## src/chc_pkg.sv

```systemverilog
// Shared types, widths and constants for the compass calibration and heading block.
// Depends on nothing; every other file of the block imports it.
package chc_pkg;

	// Widths of the sample path
	localparam int SAMPLE_BITS     = 16;
	localparam int ANGLE_FRAC_BITS = 4;
	localparam int ATAN_ITERATIONS = 16;
	localparam int NUM_AXES        = 3;
	localparam int CORR_W          = SAMPLE_BITS + 1;
	localparam int HEAD_W          = 9 + ANGLE_FRAC_BITS;
	localparam int CAL_W           = 16;

	// CORDIC arithmetic: degrees in signed Q.24
	localparam int ACC_FRAC  = 24;
	localparam int TAB_LEN   = 24;
	localparam int TAB_IW    = $clog2(TAB_LEN);
	localparam int ITERS     = (ATAN_ITERATIONS > TAB_LEN) ? TAB_LEN : ATAN_ITERATIONS;
	localparam int ITER_W    = $clog2(ITERS);
	localparam int CW        = CORR_W + ACC_FRAC + 3;
	localparam int ZW        = ACC_FRAC + 10;
	localparam int RND_SH    = ACC_FRAC - ANGLE_FRAC_BITS;

	// Heading limits
	localparam int HEAD_MAX  = 180 << ANGLE_FRAC_BITS;

	// Configuration port
	localparam int APB_AW = 2;
	localparam int APB_DW = 32;
	localparam logic [APB_AW-1:0] ADDR_CAL_COUNT = '0;
	localparam logic [CAL_W-1:0]  CAL_COUNT_RST  = CAL_W'(500);

	// Item codes
	localparam logic OP_MEASURE = 1'b0;
	localparam logic OP_CAL     = 1'b1;

	typedef logic signed [SAMPLE_BITS-1:0] sample_t;
	typedef logic signed [CORR_W-1:0]      corr_t;
	typedef logic signed [HEAD_W-1:0]      head_t;
	typedef logic [NUM_AXES-1:0][SAMPLE_BITS-1:0] axis_vec_t;

	// atan(2^-i) in degrees, Q.24
	localparam logic [31:0] ATAN_TAB [TAB_LEN] = '{
		32'd754974720, 32'd445687602, 32'd235489088, 32'd119537938,
		32'd60000934,  32'd30029717,  32'd15018523,  32'd7509720,
		32'd3754917,   32'd1877466,   32'd938734,    32'd469367,
		32'd234684,    32'd117342,    32'd58671,     32'd29335,
		32'd14668,     32'd7334,      32'd3667,      32'd1833,
		32'd917,       32'd458,       32'd229,       32'd115
	};

endpackage

```

## src/chc_ifs.sv

```systemverilog
// Valid/ready channel interfaces for sample words and result words.
// Depends on chc_pkg for the payload types.
interface chc_sample_if;
	import chc_pkg::*;
	logic    valid;
	logic    ready;
	logic    op;
	sample_t raw_x;
	sample_t raw_y;
	sample_t raw_z;
	modport source (output valid, op, raw_x, raw_y, raw_z, input ready);
	modport sink   (input valid, op, raw_x, raw_y, raw_z, output ready);
endinterface

interface chc_result_if;
	import chc_pkg::*;
	logic  valid;
	logic  ready;
	corr_t corr_x;
	corr_t corr_y;
	corr_t corr_z;
	head_t heading;
	logic  heading_held;
	logic  cal_done;
	modport source (output valid, corr_x, corr_y, corr_z, heading, heading_held, cal_done,
		input ready);
	modport sink   (input valid, corr_x, corr_y, corr_z, heading, heading_held, cal_done,
		output ready);
endinterface

```

## src/chc_cal.sv

```systemverilog
// Hard-iron tracker: per-axis max/min, calibration counter and axis offsets.
// Depends on chc_pkg.
module chc_cal (
	input  logic                       clk,
	input  logic                       arst_n,
	input  logic                       upd,
	input  chc_pkg::axis_vec_t         raw,
	input  logic [chc_pkg::CAL_W-1:0]  cal_count,
	output chc_pkg::axis_vec_t         offset,
	output logic                       done
);
	import chc_pkg::*;

	axis_vec_t              max_q, min_q, off_q;
	axis_vec_t              nmax, nmin, noff;
	logic [CAL_W-1:0]       cnt_q, cnt_next;
	logic signed [SAMPLE_BITS:0] sum [NUM_AXES];
	logic signed [SAMPLE_BITS:0] adj [NUM_AXES];

	assign cnt_next = cnt_q + CAL_W'(1);
	assign done     = upd && (cnt_next >= cal_count);
	assign offset   = off_q;

	// fold the sample in, then halve toward zero
	always_comb begin
		for (int k = 0; k < NUM_AXES; k++) begin
			nmax[k] = ($signed(raw[k]) > $signed(max_q[k])) ? raw[k] : max_q[k];
			nmin[k] = ($signed(raw[k]) < $signed(min_q[k])) ? raw[k] : min_q[k];
			sum[k]  = $signed({nmax[k][SAMPLE_BITS-1], nmax[k]})
				+ $signed({nmin[k][SAMPLE_BITS-1], nmin[k]});
			adj[k]  = sum[k] + $signed({{SAMPLE_BITS{1'b0}}, sum[k][SAMPLE_BITS]});
			noff[k] = adj[k][SAMPLE_BITS:1];
		end
	end

	always_ff @(posedge clk or negedge arst_n) begin
		if (!arst_n) begin
			max_q <= '0;
			min_q <= '0;
			off_q <= '0;
			cnt_q <= '0;
		end else if (upd) begin
			if (done) begin
				off_q <= noff;
				max_q <= '0;
				min_q <= '0;
				cnt_q <= '0;
			end else begin
				max_q <= nmax;
				min_q <= nmin;
				cnt_q <= cnt_next;
			end
		end
	end

endmodule

```

## src/chc_cordic.sv

```systemverilog
// Iterative CORDIC vectoring unit: one shift-add rotation per cycle, then heading rounding.
// Depends on chc_pkg for widths and the arctangent table.
module chc_cordic (
	input  logic           clk,
	input  logic           arst_n,
	input  logic           start,
	input  chc_pkg::corr_t x,
	input  chc_pkg::corr_t y,
	output logic           done,
	output chc_pkg::head_t heading
);
	import chc_pkg::*;

	localparam logic signed [ZW-1:0] NINETY_Q = ZW'(90) <<< ACC_FRAC;
	localparam logic signed [ZW-1:0] HALF_Q   = ZW'(1) <<< (RND_SH - 1);
	localparam logic signed [ZW-1:0] C_NEG    = NINETY_Q + HALF_Q;
	localparam logic signed [ZW-1:0] C_POS    = HALF_Q - NINETY_Q;

	logic signed [CW-1:0] cx_q, cy_q, dx, dy;
	logic signed [ZW-1:0] z_q, step, hs, hs_sh;
	logic [ITER_W-1:0]    i_q;
	logic                 run_q, fin_q, xneg_q;
	logic [CORR_W-1:0]    ax;

	assign ax   = x[CORR_W-1] ? CORR_W'(-x) : x;
	assign dx   = cy_q >>> i_q;
	assign dy   = cx_q >>> i_q;
	assign step = $signed({{(ZW-32){1'b0}}, ATAN_TAB[TAB_IW'(i_q)]});

	// fold the quadrant in and round half up to the output grid
	assign hs      = xneg_q ? (C_NEG - z_q) : (z_q + C_POS);
	assign hs_sh   = hs >>> RND_SH;
	assign heading = hs_sh[HEAD_W-1:0];
	assign done    = fin_q;

	always_ff @(posedge clk or negedge arst_n) begin
		if (!arst_n) begin
			run_q <= 1'b0;
			fin_q <= 1'b0;
			i_q   <= '0;
		end else begin
			fin_q <= 1'b0;
			if (start) begin
				run_q <= 1'b1;
				i_q   <= '0;
			end else if (run_q) begin
				i_q <= i_q + ITER_W'(1);
				if (i_q == ITER_W'(ITERS - 1)) begin
					run_q <= 1'b0;
					fin_q <= 1'b1;
				end
			end
		end
	end

	always_ff @(posedge clk) begin
		if (start) begin
			cx_q   <= $signed({{(CW-CORR_W-ACC_FRAC){1'b0}}, ax, {ACC_FRAC{1'b0}}});
			cy_q   <= $signed({{(CW-CORR_W-ACC_FRAC){y[CORR_W-1]}}, y, {ACC_FRAC{1'b0}}});
			z_q    <= '0;
			xneg_q <= x[CORR_W-1];
		end else if (run_q) begin
			if (cy_q > 0) begin
				cx_q <= cx_q + dx;
				cy_q <= cy_q - dy;
				z_q  <= z_q + step;
			end else begin
				cx_q <= cx_q - dx;
				cy_q <= cy_q + dy;
				z_q  <= z_q - step;
			end
		end
	end

endmodule

```

## src/compass_calibrate_heading_unit.sv

```systemverilog
// A calibration word, or a measure word with zero corrected x, goes from S_PREP straight to
// S_DONE; any other measure word first waits in S_WAIT through the 16 CORDIC rotations.
// A new sample word is taken only in S_IDLE: words pass the CORDIC shift-add unit one at a time.
// A finished result waits in the output register while the next sample word is taken.
// arst_n clears offsets, trackers, counter, last heading, sequencer and output valid;
// cal_count returns to 500.
module compass_calibrate_heading_unit (
	input  logic                        clk,
	input  logic                        arst_n,
	chc_sample_if.sink                  sample,
	chc_result_if.source                result,
	input  logic                        psel,
	input  logic                        penable,
	input  logic                        pwrite,
	input  logic [chc_pkg::APB_AW-1:0]  paddr,
	input  logic [chc_pkg::APB_DW-1:0]  pwdata,
	output logic [chc_pkg::APB_DW-1:0]  prdata,
	output logic                        pready
);
	import chc_pkg::*;

	// Sequencer: take a word, settle its kind, wait on the CORDIC, hand off the result
	typedef enum logic [3:0] {
		S_IDLE = 4'b0001,
		S_PREP = 4'b0010,
		S_WAIT = 4'b0100,
		S_DONE = 4'b1000
	} state_t;

	state_t           state_q;
	logic [CAL_W-1:0] cal_count_q;
	logic             cfg_wr;

	logic      op_q;
	axis_vec_t raw_q;
	corr_t     corr_x_q, corr_y_q, corr_z_q;
	head_t     last_heading_q;
	logic      held_q, done_q;

	// Output register
	logic  out_valid_q;
	corr_t out_x_q, out_y_q, out_z_q;
	head_t out_head_q;
	logic  out_held_q, out_done_q;

	axis_vec_t offset;
	logic      cal_upd, cal_done_w;
	logic      cordic_start, cordic_done;
	head_t     cordic_heading;
	logic      in_take, out_load;
	logic      x_zero;

	// APB register: always ready, write on the access phase
	assign pready = 1'b1;
	assign cfg_wr = psel && penable && pwrite && pready && (paddr == ADDR_CAL_COUNT);
	assign prdata = (paddr == ADDR_CAL_COUNT) ? APB_DW'(cal_count_q) : '0;

	always_ff @(posedge clk or negedge arst_n) begin
		if (!arst_n) begin
			cal_count_q <= CAL_COUNT_RST;
		end else if (cfg_wr) begin
			cal_count_q <= pwdata[CAL_W-1:0];
		end
	end

	assign sample.ready = (state_q == S_IDLE);
	assign in_take      = sample.valid && sample.ready;
	assign out_load     = (state_q == S_DONE) && (!out_valid_q || result.ready);
	assign x_zero       = (corr_x_q == '0);
	assign cal_upd      = (state_q == S_PREP) && (op_q == OP_CAL);
	assign cordic_start = (state_q == S_PREP) && (op_q == OP_MEASURE) && !x_zero;

	chc_cal u_cal (
		.clk       (clk),
		.arst_n    (arst_n),
		.upd       (cal_upd),
		.raw       (raw_q),
		.cal_count (cal_count_q),
		.offset    (offset),
		.done      (cal_done_w)
	);

	chc_cordic u_cordic (
		.clk     (clk),
		.arst_n  (arst_n),
		.start   (cordic_start),
		.x       (corr_x_q),
		.y       (corr_y_q),
		.done    (cordic_done),
		.heading (cordic_heading)
	);

	// Sequencer and last heading
	always_ff @(posedge clk or negedge arst_n) begin
		if (!arst_n) begin
			state_q        <= S_IDLE;
			last_heading_q <= '0;
		end else begin
			case (state_q)
				S_IDLE: begin
					if (in_take) state_q <= S_PREP;
				end
				S_PREP: begin
					if (cordic_start) begin
						state_q <= S_WAIT;
					end else begin
						state_q <= S_DONE;
						// straight up or straight down the y axis
						if (op_q == OP_MEASURE) begin
							if (corr_y_q > 0)
								last_heading_q <= '0;
							else if (corr_y_q < 0)
								last_heading_q <= -head_t'(HEAD_MAX);
						end
					end
				end
				S_WAIT: begin
					if (cordic_done) begin
						last_heading_q <= cordic_heading;
						state_q        <= S_DONE;
					end
				end
				S_DONE: begin
					if (out_load) state_q <= S_IDLE;
				end
				default: state_q <= S_IDLE;
			endcase
		end
	end

	// Capture the word and its corrected axes against the offsets now in effect
	always_ff @(posedge clk) begin
		if (in_take) begin
			op_q     <= sample.op;
			raw_q    <= {sample.raw_z, sample.raw_y, sample.raw_x};
			corr_x_q <= $signed({sample.raw_x[SAMPLE_BITS-1], sample.raw_x})
				- $signed({offset[0][SAMPLE_BITS-1], offset[0]});
			corr_y_q <= $signed({sample.raw_y[SAMPLE_BITS-1], sample.raw_y})
				- $signed({offset[1][SAMPLE_BITS-1], offset[1]});
			corr_z_q <= $signed({sample.raw_z[SAMPLE_BITS-1], sample.raw_z})
				- $signed({offset[2][SAMPLE_BITS-1], offset[2]});
			held_q   <= 1'b0;
			done_q   <= 1'b0;
		end else if (state_q == S_PREP) begin
			done_q <= cal_done_w;
			held_q <= (op_q == OP_MEASURE) && x_zero && (corr_y_q == '0);
		end
	end

	// Output register: hold until taken, reload when empty or draining
	always_ff @(posedge clk or negedge arst_n) begin
		if (!arst_n) begin
			out_valid_q <= 1'b0;
		end else if (out_load) begin
			out_valid_q <= 1'b1;
		end else if (result.ready) begin
			out_valid_q <= 1'b0;
		end
	end

	always_ff @(posedge clk) begin
		if (out_load) begin
			out_x_q    <= corr_x_q;
			out_y_q    <= corr_y_q;
			out_z_q    <= corr_z_q;
			out_head_q <= last_heading_q;
			out_held_q <= held_q;
			out_done_q <= done_q;
		end
	end

	assign result.valid        = out_valid_q;
	assign result.corr_x       = out_x_q;
	assign result.corr_y       = out_y_q;
	assign result.corr_z       = out_z_q;
	assign result.heading      = out_head_q;
	assign result.heading_held = out_held_q;
	assign result.cal_done     = out_done_q;

endmodule

```

## src/flat_wrapper.sv

```systemverilog
// flat-port wrapper written by rule: the top's interface ports become plain ports
module compass_calibrate_heading_unit_flat import chc_pkg::*;
  (clk, arst_n, psel, penable, pwrite, paddr, pwdata, prdata, pready, sample_valid, sample_op, sample_raw_x, sample_raw_y, sample_raw_z, sample_ready, result_valid, result_corr_x, result_corr_y, result_corr_z, result_heading, result_heading_held, result_cal_done, result_ready);
  chc_sample_if sample_i ();
  chc_result_if result_i ();
  input  logic clk;
  input  logic arst_n;
  input  logic psel;
  input  logic penable;
  input  logic pwrite;
  input  logic [chc_pkg::APB_AW-1:0] paddr;
  input  logic [chc_pkg::APB_DW-1:0] pwdata;
  output logic [chc_pkg::APB_DW-1:0] prdata;
  output logic pready;
  input wire logic [$bits(sample_i.valid)-1:0] sample_valid;
  input wire logic [$bits(sample_i.op)-1:0] sample_op;
  input wire logic [$bits(sample_i.raw_x)-1:0] sample_raw_x;
  input wire logic [$bits(sample_i.raw_y)-1:0] sample_raw_y;
  input wire logic [$bits(sample_i.raw_z)-1:0] sample_raw_z;
  output wire logic [$bits(sample_i.ready)-1:0] sample_ready;
  output wire logic [$bits(result_i.valid)-1:0] result_valid;
  output wire logic [$bits(result_i.corr_x)-1:0] result_corr_x;
  output wire logic [$bits(result_i.corr_y)-1:0] result_corr_y;
  output wire logic [$bits(result_i.corr_z)-1:0] result_corr_z;
  output wire logic [$bits(result_i.heading)-1:0] result_heading;
  output wire logic [$bits(result_i.heading_held)-1:0] result_heading_held;
  output wire logic [$bits(result_i.cal_done)-1:0] result_cal_done;
  input wire logic [$bits(result_i.ready)-1:0] result_ready;
  assign sample_i.valid = sample_valid;
  assign sample_i.op = sample_op;
  assign sample_i.raw_x = sample_raw_x;
  assign sample_i.raw_y = sample_raw_y;
  assign sample_i.raw_z = sample_raw_z;
  assign sample_ready = sample_i.ready;
  assign result_valid = result_i.valid;
  assign result_corr_x = result_i.corr_x;
  assign result_corr_y = result_i.corr_y;
  assign result_corr_z = result_i.corr_z;
  assign result_heading = result_i.heading;
  assign result_heading_held = result_i.heading_held;
  assign result_cal_done = result_i.cal_done;
  assign result_i.ready = result_ready;
  compass_calibrate_heading_unit u_core (.clk(clk), .arst_n(arst_n), .sample(sample_i), .result(result_i), .psel(psel), .penable(penable), .pwrite(pwrite), .paddr(paddr), .pwdata(pwdata), .prdata(prdata), .pready(pready));
endmodule
```

## config.mk

```make
export PLATFORM = sky130hd
export DESIGN_NAME = compass_calibrate_heading_unit_flat
export DESIGN_NICKNAME = d
export VERILOG_FILES = /design/src/chc_pkg.sv /design/src/chc_ifs.sv /design/src/chc_cal.sv /design/src/chc_cordic.sv /design/src/compass_calibrate_heading_unit.sv /design/src/flat_wrapper.sv
export SDC_FILE = /design/constraint.sdc
export NUM_CORES = 2
export LEC_CHECK = 0
export BUFFER_PORTS_ARGS = -buffer_cell sky130_fd_sc_hd__buf_2
export CAP_MARGIN = 25
export CORE_ASPECT_RATIO = 0.9
export CORE_MARGIN = 3
export CORE_UTILIZATION = 55
export CTS_CLUSTER_DIAMETER = 60
export DETAILED_ROUTE_END_ITERATION = 12
export GPL_TIMING_DRIVEN = 0
export PLACE_DENSITY_LB_ADDON = 0.12
export SLEW_MARGIN = 20
export SYNTH_ARGS = -nofsm -noshare
export SYNTH_HDL_FRONTEND = slang
export SYNTH_SLANG_ARGS = --single-unit
```

## constraint.sdc

```tcl
create_clock -name clk -period 9.4 [get_ports clk]
set_input_delay 2.82 -clock clk [delete_from_list [all_inputs] [get_ports clk]]
set_output_delay 2.82 -clock clk [all_outputs]
set_load 0.02 [all_outputs]
```

* After elaboration in Yosys (flattened, before gate mapping) *
Memories as Yosys holds them, arrays and structs flattened.
Cells that the tools add are included.

storage, ports and cells
  bits in registers = 491
  ROM bits = 1024
  input port bits = 90
  output and inout bits = 101
  logic and storage cells = 150
  memories = 1

memories
  memory            words  width  rd ports  clocked after Yosys merged registers in  wr ports  RTL line          source
  (name not given)  32     32     1         0                                        0         chc_cordic.sv:28  assign step = $signed({{(ZW-32){1'b0}}, ATAN_TAB[TAB_IW'(i_q)]});

operators by class
  add/subtract/negate cells = 20
  $lt $le $gt $ge = 11
  eq/ne operators = 11
  shift operators = 2
  muxes and demuxes = 42
  bitwise logic cells = 2
  reductions and logical operators = 23

operators by type and width
  kind                                                  count
  2-to-1 mux 44 bit                                     4
  2-to-1 mux 16 bit                                     8
  2-to-1 mux 48 bit                                     2
  adder 44 bit                                          2
  >>> shifter 44 x 4 -> 44 bit                          2
  subtractor 44 bit                                     2
  2-to-1 mux 41 bit                                     2
  2-to-1 mux 13 bit                                     5
  2-to-1 mux 32 bit                                     2
  adder 16 x 16 -> 17 bit                               3
  adder 17 x 2 -> 17 bit                                3
  subtractor 16 x 16 -> 17 bit                          3
  > comparator 16 bit                                   3
  less-than comparator 16 bit                           3
  > comparator 44 x 1 -> 1 bit (second input constant)  1
  adder 34 x 33 -> 34 bit                               1
  logical NOT 17 bit                                    2
  2-to-1 mux 34 bit                                     1
  subtractor 34 x 33 -> 34 bit                          1
  adder 33 x 32 -> 33 bit (second input constant)       1
  2-to-1 mux 33 bit                                     1
  subtractor 32 x 33 -> 33 bit (first input constant)   1
  one-hot mux 13 bit (2 select lines)                   1
  2-to-1 mux 4 bit                                      6
  27 further kinds                                      51

* Logic depth before layout (Yosys ltp) *
  depth after elaboration = 6
  depth in mapped cells = 32
  gate-level depth less buffers = 26

* Modules after synthesis *
Synthesis repeated with hierarchy kept, for this count alone.

unflattened totals
  cell total of the unflattened synthesis = 4764
  area total of the unflattened synthesis = 42444.5 µm²

by module, submodules not included
  module                          times used  cells an instance  area each (µm²)  sequential area each (µm²)
  chc_cordic                      1           2490               19965.4          2972.9
  chc_cal                         1           1555               13123.8          4003.8
  compass_calibrate_heading_unit  1           719                9355.2           5884.4

* Least setup slack after synthesis *
OpenSTA, ideal clock, no wires.

  path kind = register to register
  start point = register u_core.u_cordic.i_q[3]
  end point = register u_core.u_cordic.cx_q[40] (data pin)
  setup time = 267 ps
  data arrival time = 6450 ps
  data required time = 9133 ps
  slack = 2684 ps
  cell stages (with the launch flop) = 33
  period minus slack after synthesis = 6716 ps
  cell sequence = dfrtp_1 buf_6 buf_4 buf_6 buf_2 buf_2 buf_2 buf_2 buf_2 buf_2 clkbuf_1 clkbuf_1 nand2_1 o21ai_0 ha_1 and2_1 nand2b_1 or3_1 inv_1 a31oi_1 xor2_1 ha_1 and4_1 or4b_2 o32ai_1 a21o_1 nand4_1 o21ai_0 a31oi_1 o21ai_0 a31oi_1 xor2_1 o21ai_0

between the ends
  word-level cells in the longest chain between the ends = 5
  elaborated cells on any way between the ends = 6

RTL lines
  element                                            RTL line                            source
  from (decl)                                        chc_cordic.sv:21                    logic [ITER_W-1:0] i_q;
  from (signal assigned)                             chc_cordic.sv:47                    i_q <= i_q + ITER_W'(1);
  >>> shifter 44 x 4 -> 44 bit *                     chc_cordic.sv:26                    assign dx = cy_q >>> i_q;
  subtractor 44 bit or adder 44 bit (tied branches)  chc_cordic.sv:68, chc_cordic.sv:64
  2-to-1 mux 44 bit *                                chc_cordic.sv:63                    if (cy_q > 0) begin
  2-to-1 mux 41 bit *                                chc_cordic.sv:62                    end else if (run_q) begin
  2-to-1 mux 41 bit *                                chc_cordic.sv:57                    if (start) begin
  to (signal assigned)                               chc_cordic.sv:58                    cx_q <= $signed({{(CW-CORR_W-ACC_FRAC){1'b0}}, ax, {ACC_FRAC{1'b0}}});
  to (signal assigned)                               chc_cordic.sv:64                    cx_q <= cx_q + dx;
  to (signal assigned)                               chc_cordic.sv:68                    cx_q <= cx_q - dx;
  to (decl)                                          chc_cordic.sv:19                    logic signed [CW-1:0] cx_q, cy_q, dx, dy;

Mark *: on every way between the ends. The rest lies on a longest branch, timed or not. The select of a mux whose other input is x is not followed.
A chain may end at the register's enable or synchronous reset.

* Worst setup path in the final report *
  start point = register u_core.u_cordic.i_q[2]
  end point = register u_core.u_cordic.cy_q[39] (data pin)

between the ends
  word-level cells in the longest chain between the ends = 5
  elaborated cells on any way between the ends = 6

RTL lines
  element                                            RTL line                            source
  >>> shifter 44 x 4 -> 44 bit *                     chc_cordic.sv:27                    assign dy = cx_q >>> i_q;
  adder 44 bit or subtractor 44 bit (tied branches)  chc_cordic.sv:69, chc_cordic.sv:65
  2-to-1 mux 44 bit *                                chc_cordic.sv:63
  2-to-1 mux 44 bit *                                chc_cordic.sv:62
  2-to-1 mux 44 bit *                                chc_cordic.sv:57
  to (signal assigned)                               chc_cordic.sv:59                    cy_q <= $signed({{(CW-CORR_W-ACC_FRAC){y[CORR_W-1]}}, y, {ACC_FRAC{1'b0}}});
  to (signal assigned)                               chc_cordic.sv:65                    cy_q <= cy_q - dy;
  to (signal assigned)                               chc_cordic.sv:69                    cy_q <= cy_q + dy;
  to (decl)                                          chc_cordic.sv:19

Marked as above.

==> results.json <==
{
  "outcome": "finished clean",
  "cpMostUsedCell": "buf_2",
  "drc": 0,
  "slowest_stage": "nor4_2",
  "synth_ff_type": "edfxtp_1",
  "ant_nets": 0,
  "hold_violations": 0,
  "slew_headroom": 0.1786,
  "drive_above_1_share": 0.1359,
  "drv_cap": 0,
  "cts.clk_slew.worst_paths_ps": 60,
  "die_h_um": 266.7,
  "initial_core_util": 0.5614,
  "period_minus_slack_ps": 9289,
  "row_count": 94,
  "grt.total_usage": 0.3671,
  "crit_type": "reg2reg",
  "synth_top_family_by_area": "compound AO/OA/AOI/OAI gates",
  "synthTopCellsByArea": "edfxtp_1, dfrtp_1, ha_1",
  "cts_made_buffers": 57,
  "ys_ff_latch": 490,
  "grt_pass1_vias": 35230,
  "syn_avg_cell_area_um2": 9.123,
  "final_nets": 5230,
  "clock_skew_ps": 24.90,
  "syn_inst": 4552,
  "synth_xor_area_frac": 0.07719,
  "worstPathRequired_ps": 9770,
  "core_um2": 73980,
  "post_drt_wl_per_cell_um": 25.26,
  "synth_mux_area_frac": 0.1317,
  "cts_tree": "built",
  "tns_ps": 0,
  "synth_compound_area_frac": 0.1794,
  "gp_congestion": 1.040,
  "synth_edf_count": 204,
  "yosysMostFrequentCell": "nand2_1",
  "grt_start_max_net_pins": 89,
  "rsz0062_at_grt": "no",
  "wl_mm": 146.7,
  "area.growth.synth_to_final_pct": 10.32,
  "synth_commonest_cells": "nand2_1, nor2_1, ha_1, o21ai_0, a21oi_1",
  "gr-total-overflow": 0,
  "critPathLaunchType": "register",
  "die_area_um2": 78850,
  "hold_buffers": 0,
  "synthAdderAreaFrac": 0.1059,
  "clk_latency_ps": 640,
  "htree_levels": 2,
  "placed_cells": 5695,
  "end_kind": "register",
  "grt_pass1_wl_mm": 219.8,
  "yosysWarningCount": 0,
  "crit_fanout": 19,
  "vias_per_cell": 6.439,
  "postCtsSetupBuffers": 0,
  "die_width_um": 295.7,
  "drtIter0Drc": 3911,
  "root_buffer": "clkbuf_16",
  "synth.cell_area_um2": 41530,
  "timing.final.crit_share": 0.9882,
  "final-setup-viol-count": 0,
  "firstDrtPassIters": 7,
  "stdcell_count": 5805,
  "clock_sinks": 490,
  "hold_path.class": "reg2reg",
  "vias": 37380,
  "synth_top_area_share": 0.1475,
  "critPathMaxStageDelay_ps": 570,
  "dp.final_hpwl_mm": 111.8,
  "synth_top_area_cell": "edfxtp_1",
  "ys_async_sr_fraction": 0.4082,
  "slew_viol_final": 0,
  "ys_types": 101,
  "worst_pin_slew_ps": 1221,
  "arrival_ps": 9660,
  "synth-simple-area-share": 0.1448,
  "cts.path.max_buffers": 3,
  "max_clock_freq_mhz": 107.7,
  "io_buffers": 155,
  "ios": 191,
  "grt_antenna_before_repair": 3,
  "synth-seq-area-share": 0.3097
}
## cell usage in the layout, fill, tap and decap left out, drive strengths merged, types with 189 or more instances in the layout
master	count
dfrtp	193
clkbuf	189
nor2	406
ha	337
o21ai	322
nand2	446
edfxtp	204
buf	266
inv	276
xnor2	243
a21oi	300
## path summary, 6_finish.rpt
path	startpoint	endpoint	slack [ps]	depth (start not counted)
setup / recovery	u_core.u_cordic.i_q[2]	u_core.u_cordic.cy_q[39]	110	27
hold / removal	u_core.corr_z_q[4]	u_core.result.corr_z[4]	420	0
setup reg to reg	u_core.u_cordic.i_q[2]	u_core.u_cordic.cy_q[39]	110	27
hold reg to reg	u_core.corr_z_q[4]	u_core.result.corr_z[4]	420	0
max in group asynchronous	arst_n	u_core.cal_count_q[2]	6120	3
min in group asynchronous	arst_n	u_core.u_cal.min_q[36]	2030	1
## layout make-up
class                   instances  area, µm²
fillers                      6326      28160
multi-input cells            3582      26640
flip-flops and latches        490      12860
clock buffers                  67       1506
well taps                     960       1201
plain buffers                 218       1121
repair buffers                170       1037
inverters                     275       1032
clock inverters                40      409.1
diodes                          3      7.507
## critical path: cells and delay by family (launching register included)
kind	cells	cell delay, ps
DFF	1	410
AOI/OAI and AO/OA	9	2050
xor gates and xnor gates	2	440
buffers and inverters	10	3910
adders and majority gates	2	690
and+or+nand+nor	4	1460
## cells by family (layout without fill, tap and decap cells)
kind of cell / after synthesis / after routing
AO/OA/AOI/OAI: 1171 / 1171
XOR/XNOR: 366 / 366
adder cells (fa/ha/maj): 346 / 346
buffers and inverters: 495 / 770
flip-flops: 490 / 490
multiplexers: 375 / 375
other: 2 / 20
AND/OR/NAND/NOR: 1307 / 1307
## repair_timing
item                       4_1_cts  5_1_grt
resized for setup               10       18
setup endpoints to repair       39       32
cloned                           0        0
## metal layers
layer	vias to the layer above	part of all wire	GRT usage
met5	-	0	0
met1	17960	0.42	0.5129
met3	385	0.11	0.1043
met4	0	0.051	0.1610
met2	1984	0.41	0.5303
li1	17050	-	-
## sequential cells by signal, indices dropped and copies added (netlist names), 17 cells and up
signal	count
u_core.corr_z_q	17
u_core.u_cal.offset	48
u_core.u_cordic.cx_q	44
u_core.corr_x_q	17
u_core.corr_y_q	17
u_core.u_cordic.z_q	33
u_core.result.corr_y	17
u_core.u_cordic.cy_q	44
u_core.u_cal.max_q	48
u_core.result.corr_z	17
u_core.result.corr_x	17
u_core.raw_q	48
u_core.u_cal.min_q	48
## metrics by stage
stage	cell area, µm²	setup WS [ps]	hold WS (ps)	utilization
after global routing	45810	8.061	423.8	0.6192
after global placement	43560	-1309	401.0	0.5889
after floorplan	41590	2684	400.3	-
final	45810	111.2	415.0	0.6193
after CTS	45760	5.586	413.5	0.6186
after detailed placement	43830	-968.6	404.5	0.5925
Power is left out: the tool's default activity adds up to more than one toggle a clock period on the data nets, which glitch-free logic cannot reach.
